[src/rtl/max_tracking_stack_assert.svh]
// Assertion macros for the max tracking stack RTL.
// Used by the top level; no dependencies.
`ifndef MAX_TRACKING_STACK_ASSERT_SVH
`define MAX_TRACKING_STACK_ASSERT_SVH

`ifndef SYNTHESIS
`define MTS_ASSERT(lbl, clk, rst_n, prop) \
  lbl: assert property (@(posedge clk) disable iff (!rst_n) prop) \
    else $error("max tracking stack assertion failed");
`define MTS_ASSERT_NEVER(lbl, clk, rst_n, cond) \
  lbl: assert property (@(posedge clk) disable iff (!rst_n) !(cond)) \
    else $error("max tracking stack forbidden condition");
`else
`define MTS_ASSERT(lbl, clk, rst_n, prop)
`define MTS_ASSERT_NEVER(lbl, clk, rst_n, cond)
`endif

`endif

[src/rtl/mts_pkg.sv]
// Types and constants shared by the max tracking stack modules.
// No dependencies.
package mts_pkg;

  localparam int DEPTH = 16;
  localparam int CNT_W = $clog2(DEPTH + 1);

  typedef enum logic [1:0] {
    REQ_PUSH = 2'd0,
    REQ_POP  = 2'd1,
    REQ_TOP  = 2'd2,
    REQ_MAX  = 2'd3
  } mts_req_t;

  localparam logic [1:0] ST_OK        = 2'd0;
  localparam logic [1:0] ST_UNDERFLOW = 2'd1;
  localparam logic [1:0] ST_OVERFLOW  = 2'd2;

  typedef struct packed {
    logic [1:0]         req_type;
    logic signed [31:0] push_value;
  } mts_in_t;

  typedef struct packed {
    logic signed [31:0] read_data;
    logic [1:0]         status;
  } mts_out_t;

  typedef struct packed {
    logic signed [31:0] value;
    logic signed [31:0] max_value;
  } mts_entry_t;

  typedef struct packed {
    logic push;
    logic pop;
  } mts_shift_t;

endpackage

[src/rtl/mts_cell.sv]
// One stack level: holds a value and the running maximum at that level.
// Depends on mts_pkg.
module mts_cell (
  input  logic               clk,
  input  mts_pkg::mts_shift_t shift_i,
  input  mts_pkg::mts_entry_t up_i,
  input  mts_pkg::mts_entry_t down_i,
  output mts_pkg::mts_entry_t entry_o
);
  import mts_pkg::*;

  mts_entry_t entry_r;
  mts_entry_t entry_nxt;

  // push: take the level above; pop: take the level below
  always_comb begin
    priority if (shift_i.push) begin
      entry_nxt = up_i;
    end else if (shift_i.pop) begin
      entry_nxt = down_i;
    end else begin
      entry_nxt = entry_r;
    end
  end

  always_ff @(posedge clk) begin
    entry_r <= entry_nxt;
  end

  assign entry_o = entry_r;

endmodule

[src/rtl/max_tracking_stack.sv]
// Top level of the max tracking stack: row of mts_cell levels, fill count,
// request decode and output register. Depends on mts_pkg, mts_cell and
// max_tracking_stack_assert.svh.
//
//  port group   dir  payload    handshake
//  in_*         in   mts_in_t   in_valid / in_stall
//  out_*        out  mts_out_t  out_valid / out_stall
//
// One request per cycle while in_stall is low; the result is registered and appears in the cycle after acceptance.
// Level 0 of the cell row is the top; a push shifts every level down one,
// a pop shifts every level up one, so only level 0 is ever read.
// Reset clears the fill count and the output valid; cell contents are not reset.
// in_stall follows out_stall while a result is held in the output register.
module max_tracking_stack (
  input  logic             clk,
  input  logic             rst_n,
  input  logic             in_valid,
  output logic             in_stall,
  input  mts_pkg::mts_in_t in_data,
  output logic             out_valid,
  input  logic             out_stall,
  output mts_pkg::mts_out_t out_data
);
  import mts_pkg::*;

  `include "max_tracking_stack_assert.svh"

  logic [CNT_W-1:0] cnt_r;
  logic [CNT_W-1:0] cnt_nxt;
  logic             out_valid_r;
  logic             out_valid_nxt;
  mts_out_t         out_data_r;
  mts_out_t         out_data_nxt;

  mts_entry_t entry_w [DEPTH];
  mts_entry_t new_entry;
  mts_shift_t shift;

  logic fire;
  logic full;
  logic empty;

  assign full     = (cnt_r == CNT_W'(DEPTH));
  assign empty    = (cnt_r == '0);
  assign in_stall = out_valid_r && out_stall;
  assign fire     = in_valid && !in_stall;

  always_comb begin
    new_entry.value     = in_data.push_value;
    new_entry.max_value = in_data.push_value;
    if (!empty && !(in_data.push_value > entry_w[0].max_value)) begin
      new_entry.max_value = entry_w[0].max_value;
    end
  end

  assign shift.push = fire && (in_data.req_type == REQ_PUSH) && !full;
  assign shift.pop  = fire && (in_data.req_type == REQ_POP) && !empty;

  for (genvar i = 0; i < DEPTH; i++) begin : g_cell
    mts_entry_t up_w;
    mts_entry_t down_w;
    if (i == 0) begin : g_top
      assign up_w = new_entry;
    end else begin : g_mid
      assign up_w = entry_w[i-1];
    end
    if (i == DEPTH - 1) begin : g_bot
      assign down_w = entry_w[i];
    end else begin : g_inner
      assign down_w = entry_w[i+1];
    end
    mts_cell u_cell (
      .clk     (clk),
      .shift_i (shift),
      .up_i    (up_w),
      .down_i  (down_w),
      .entry_o (entry_w[i])
    );
  end

  always_comb begin
    cnt_nxt       = cnt_r;
    out_valid_nxt = out_valid_r && out_stall;
    out_data_nxt  = out_data_r;
    if (shift.push) begin
      cnt_nxt = cnt_r + 1'b1;
    end else if (shift.pop) begin
      cnt_nxt = cnt_r - 1'b1;
    end
    if (fire) begin
      out_valid_nxt          = 1'b1;
      out_data_nxt.read_data = '0;
      out_data_nxt.status    = ST_OK;
      unique case (mts_req_t'(in_data.req_type))
        REQ_PUSH: begin
          if (full) begin
            out_data_nxt.status = ST_OVERFLOW;
          end
        end
        REQ_POP: begin
          if (empty) begin
            out_data_nxt.status = ST_UNDERFLOW;
          end
        end
        REQ_TOP: begin
          if (empty) begin
            out_data_nxt.status = ST_UNDERFLOW;
          end else begin
            out_data_nxt.read_data = entry_w[0].value;
          end
        end
        REQ_MAX: begin
          if (empty) begin
            out_data_nxt.status = ST_UNDERFLOW;
          end else begin
            out_data_nxt.read_data = entry_w[0].max_value;
          end
        end
        default: begin
          out_data_nxt.status = ST_OK;
        end
      endcase
    end
  end

  always_ff @(posedge clk) begin
    if (!rst_n) begin
      cnt_r       <= '0;
      out_valid_r <= 1'b0;
    end else begin
      cnt_r       <= cnt_nxt;
      out_valid_r <= out_valid_nxt;
    end
    out_data_r <= out_data_nxt;
  end

  assign out_valid = out_valid_r;
  assign out_data  = out_data_r;

  `MTS_ASSERT_NEVER(a_cnt_range, clk, rst_n, cnt_r > CNT_W'(DEPTH))
  `MTS_ASSERT(a_push_count, clk, rst_n, shift.push |=> cnt_r == $past(cnt_r) + 1'b1)
  `MTS_ASSERT(a_ovf_full, clk, rst_n, (out_valid_r && out_data_r.status == ST_OVERFLOW) |-> full)
  `MTS_ASSERT(a_udf_empty, clk, rst_n, (out_valid_r && out_data_r.status == ST_UNDERFLOW) |-> empty)
  `MTS_ASSERT(a_top_max, clk, rst_n, !empty |-> entry_w[0].max_value >= entry_w[0].value)

endmodule

[config.mk]
export PLATFORM = sky130hd
export DESIGN_NAME = max_tracking_stack
export DESIGN_NICKNAME = d
export VERILOG_FILES = /design/src/rtl/mts_pkg.sv /design/src/rtl/mts_cell.sv /design/src/rtl/max_tracking_stack.sv
export VERILOG_INCLUDE_DIRS = /design/src /design/src/rtl
export SDC_FILE = /design/constraint.sdc
export NUM_CORES = 2
export LEC_CHECK = 0
export BUFFER_PORTS_ARGS = -buffer_cell sky130_fd_sc_hd__buf_2
export CAP_MARGIN = 0
export CORE_MARGIN = 10
export CORE_UTILIZATION = 55
export DETAILED_ROUTE_END_ITERATION = 10
export PLACE_DENSITY_LB_ADDON = 0.2
export SYNTH_ARGS = -nofsm -noshare
export SYNTH_HDL_FRONTEND = slang
export SYNTH_SLANG_ARGS = --single-unit
[constraint.sdc]
create_clock -name clk -period 35.2 [get_ports clk]
set_input_delay 7.04 -clock clk [delete_from_list [all_inputs] [get_ports clk]]
set_output_delay 7.04 -clock clk [all_outputs]
set_load 0.01 [all_outputs]
Word-level counts from Yosys, hierarchy flattened
Index checks and enable logic that the tools add are counted.

$add $sub $neg: 2. Magnitude comparators: 1. Eq/ne operators: 5. Multiplexer cells: 40. Reductions and logical operators: 16.

Operators with widths (count): $mux W64 (30); $mux W32 (3); $pmux W32 S2 (1); $gt A32 B32 Y1 (1); $mux W5 (2); $logic_and A1 B1 Y1 (7); $add A5 B1 Y5 const B (1); $eq A5 B5 Y1 const B (1); $logic_not A5 Y1 (1); $sub A5 B1 Y5 const B (1); $eq A2 B2 Y1 const B (2); $logic_not A1 Y1 (4); $pmux W2 S2 (1); $reduce_or A3 Y1 (1); $eq A2 B1 Y1 const B (1); $logic_not A2 Y1 (1); $mux W1 (2); $mux W2 (1); $ne A2 B2 Y1 const B (1); $reduce_and A2 Y1 (1); $reduce_bool A2 Y1 (1).

Flip-flop bits (word level): 1064. Output and inout port bits: 36. Word-level logic and storage cells: 100.

Depth between registers and ports, before layout
Word-level depth: 7. Depth in mapped cells: 13.

Cells and area by module
Synthesis repeated with hierarchy kept, for this count alone.

Cell total of the unflattened synthesis: 2474. Area, all modules: 49736.5 um^2.

By module, submodules not included: mts_cell (instances 16, cells each 136, area each 2905.3 um^2, seq. area each 1921.8 um^2); max_tracking_stack (instances 1, cells each 298, area each 3251.9 um^2, seq. area each 1141.1 um^2).

Worst setup path before layout
No wires, ideal clock.

Path kind: input port to flip-flop. Start: input port out_stall. End: register g_cell[0].u_cell.entry_r (netlist bit g_cell[0].u_cell.entry_o[0]), enable pin. Library setup time: 461 ps. Arrival: 35481 ps. Path slack: -742 ps. Cell stages on the path: 7. Buffers on the path: 1. Path through: and2_1 nand2b_1 or2_2 clkbuf_1 a21oi_2 nand2_1 nor3_1.

Word-level cells in the longest chain between the ends: 7. Elaborated cells between the ends (all ways): 10. Those cells by class: eq/ne: 1; reduce/logical: 9.

RTL lines: from (decl) (line max_tracking_stack.sv:21) `input logic out_stall,`; $logic_and A1 B1 Y1 * (line max_tracking_stack.sv:45) `assign in_stall = out_valid_r && out_stall;`; $logic_not A1 Y1 * (line max_tracking_stack.sv:46) `assign fire = in_valid && !in_stall;`; $logic_and A1 B1 Y1 * (line max_tracking_stack.sv:46); $logic_and A1 B1 Y1, on equally long branches (2 in series) (line max_tracking_stack.sv:56, max_tracking_stack.sv:57); $ne A2 B2 Y1 (no line) / $reduce_bool A2 Y1 (equally long branches); $reduce_and A2 Y1 (no line) *; to (signal assigned) (line mts_cell.sv:27) `entry_r <= entry_nxt;`; to (decl) (line mts_cell.sv:12) `mts_entry_t entry_r;`.

Mark *: on every way between the ends. The rest lies on a longest branch, timed or not. A chain may end at the register's enable or synchronous reset.

Worst setup path in the final report
Start: input port out_stall. End: output port in_stall.

Word-level cells in the longest chain between the ends: 1.

RTL lines: $logic_and A1 B1 Y1 (line max_tracking_stack.sv:45); to (decl) (line max_tracking_stack.sv:18) `output logic in_stall,`.

No other way between the ends.

==> out/qor.yml <==
relSlewSlack_pct: 7.52
path_max_fanout: 3
synth_edf_count: 1058
yosysUniqueCellTypes: 43
ys_ff_latch: 1064
dp.final_hpwl_microns: 47100
drtPass1Iterations: 5
cts_buffers: 108
cts-root-buf: "clkbuf_16"
cts_post_setup_buffers_inserted: 0
clk_path_buf_depth: 3
synthArstFlopShare_pct: 0
drtAntennaViolNets: 0
peakVddDrop_mv: 0.0355
die_x_microns: 308
via_count: 28280
fin_nets: 4384
fin_tns_setup_ns: 0
core_area_sq_um: 82200
grt_antenna_before_repair: 3
synth_cells: 4318
syn_area_per_cell_sq_um: 10.6
io_pins: 74
cts_resized: 0
die_height_microns: 308
worstSetupEndpointType: "output pin"
setup_viol: 0
max_slew.worst_pin.slew_ns: 1.39
synth_top_area_share_pct: 69.5
required_ns: 28.16
drt-initial-drc-count: 3423
min_period_over_period_pct: 41.1
track_usage_pct: 17.2
clock-sinks: 1064
drv_cap: 0
clkLatencyLatePin_ns: 0.67
layout_common_cells: "nand2_1, edfxtp_1, clkbuf_16"
drive_gt1_share_pct: 5.64
cts_tree: "done"
grt_pass1_wl_microns: 136000
drt_wl_total_microns: 83200
hold_depth: 0
row_count: 105
final_hold_viol_count: 0
fmax_mhz: 69.1
ys_top_cells_by_area: "edfxtp_1, nand2_1, buf_6"
grt_overflow_total: 0
netlist_area_sq_um: 45700
pwr_density_cell_nw_per_um2: 57.1
status: "finished clean"
grt_pass1_vias: 26320
clk_pin_slew_worst_paths_ns: 0.06
synth_nets: 4392
critPathLaunchType: "input port"
yosysWarnings: 0
synth.yosys.seq_area_share_pct: 69.7
worst_r2r_path_depth: 11
slew_viol_final: 0
finClkSkew_ns: 0.0277
start_util_pct: 55.6
grt_max_degree: 248
holdBufCountCts: 0
final_common_cell: "nand2_1"
drc: 0
place_congestion: 0.798
grt_setup_unrepaired: "no"
hold_ws_ns: 0.442
min_path_type: "register to register"
syn_to_final_growth_pct: 8.10
worstPathArrival_ns: 7.42
vias_per_cell: 5.17
synth_area_leader_cell: "edfxtp_1"
dieArea_sq_um: 95100
p_leak_nw: 20.9
finalCriticalPeriod_ns: 14.46
routedWlPerCell_microns: 15.2
crit_type: "input port to output pin"
portBuffers: 73
cts_htree_levels: 3
synth_top_flop_cell: "edfxtp_1"
## path summary, 6_finish.rpt
path                                                      end  slack, ns                          start
worst min-delay path            g_cell[15].u_cell.entry_o[38]       0.44  g_cell[14].u_cell.entry_o[38]
worst max-delay path                                 in_stall      20.74                      out_stall
worst max register to register   g_cell[6].u_cell.entry_o[21]      29.08                      out_valid
worst min register to register  g_cell[15].u_cell.entry_o[38]       0.44  g_cell[14].u_cell.entry_o[38]
## per-layer routing
layer | wire (microns) | track usage (%) | share of wire (%)
met1 | 41500 | 27.3 | 50
met2 | 34800 | 23.6 | 42
met3 | 5690 | 3.65 | 6.8
met4 | 1200 | 4.14 | 1.4
met5 | 31 | 0 | 0.037
## power breakdown
part	internal [mW]	switching, mW
clock network	0.624	0.468
logic	0.0558	0.137
registers	1.50	0.0361
total	2.18	0.641
## cells by family after synthesis
logic type,count (synthesis),synth area share (%)
adder cells (fa/ha/maj),36,1.00
flip-flops,1064,69.7
multiplexers,34,0.744
AND/OR/NAND/NOR,2862,23.7
buffers and inverters,252,3.88
AO/OA/AOI/OAI,66,0.884
XOR/XNOR,4,0.0766
## registers in the layout, indices dropped and copies added (netlist names)
name,flops
g_cell.u_cell.entry_o,1024
out_data,34
out_valid,1
cnt_r,5
## synth_stat cells, drive strengths merged, types with 3 or more instances
cell / instances
a21o: 7
mux2i: 34
inv: 35
and2: 3
edfxtp: 1058
a21oi: 9
o21ai: 34
ha: 35
nor2: 38
buf: 181
nand2: 2798
clkbuf: 36
nor3: 3
nand4: 8
dfxtp: 6
nand3: 4
## worst max-delay path, stage by stage
cell and delay, ns:
buf_2 0.09, and2_1 0.15, buf_2 0.14
## cell type report
type | instances | area [sq um]
multi-input cells | 3002 | 12100
clock buffers | 132 | 2810
well taps | 1070 | 1340
diodes | 1 | 2.50
repair buffers | 99 | 636
fillers | 6816 | 32800
flip-flops and latches | 1064 | 31900
clock inverters | 66 | 528
inverters | 35 | 139
## stage by stage
| stage | total power [mW] | setup slack (ns) | instances | util (%) | cell area, sq um |
|---|---|---|---|---|---|
| 4_1_cts | 2.85 | 20.73 | 5468 | 60.1 | 49400 |
| 5_1_grt | 2.94 | 20.72 | 5468 | 60.1 | 49400 |
| 3_3_place_gp | 1.75 | 20.74 | 5270 | 56.0 | 46100 |
| 3_5_place_dp | 1.76 | 20.74 | 5270 | 56.0 | 46100 |
| 6_report | 2.82 | 20.74 | 5469 | 60.1 | 49400 |
| 2_1_floorplan | 1.75 | 9.43 | 4318 | - | 45700 |
(Power assumes the default switching activity.)
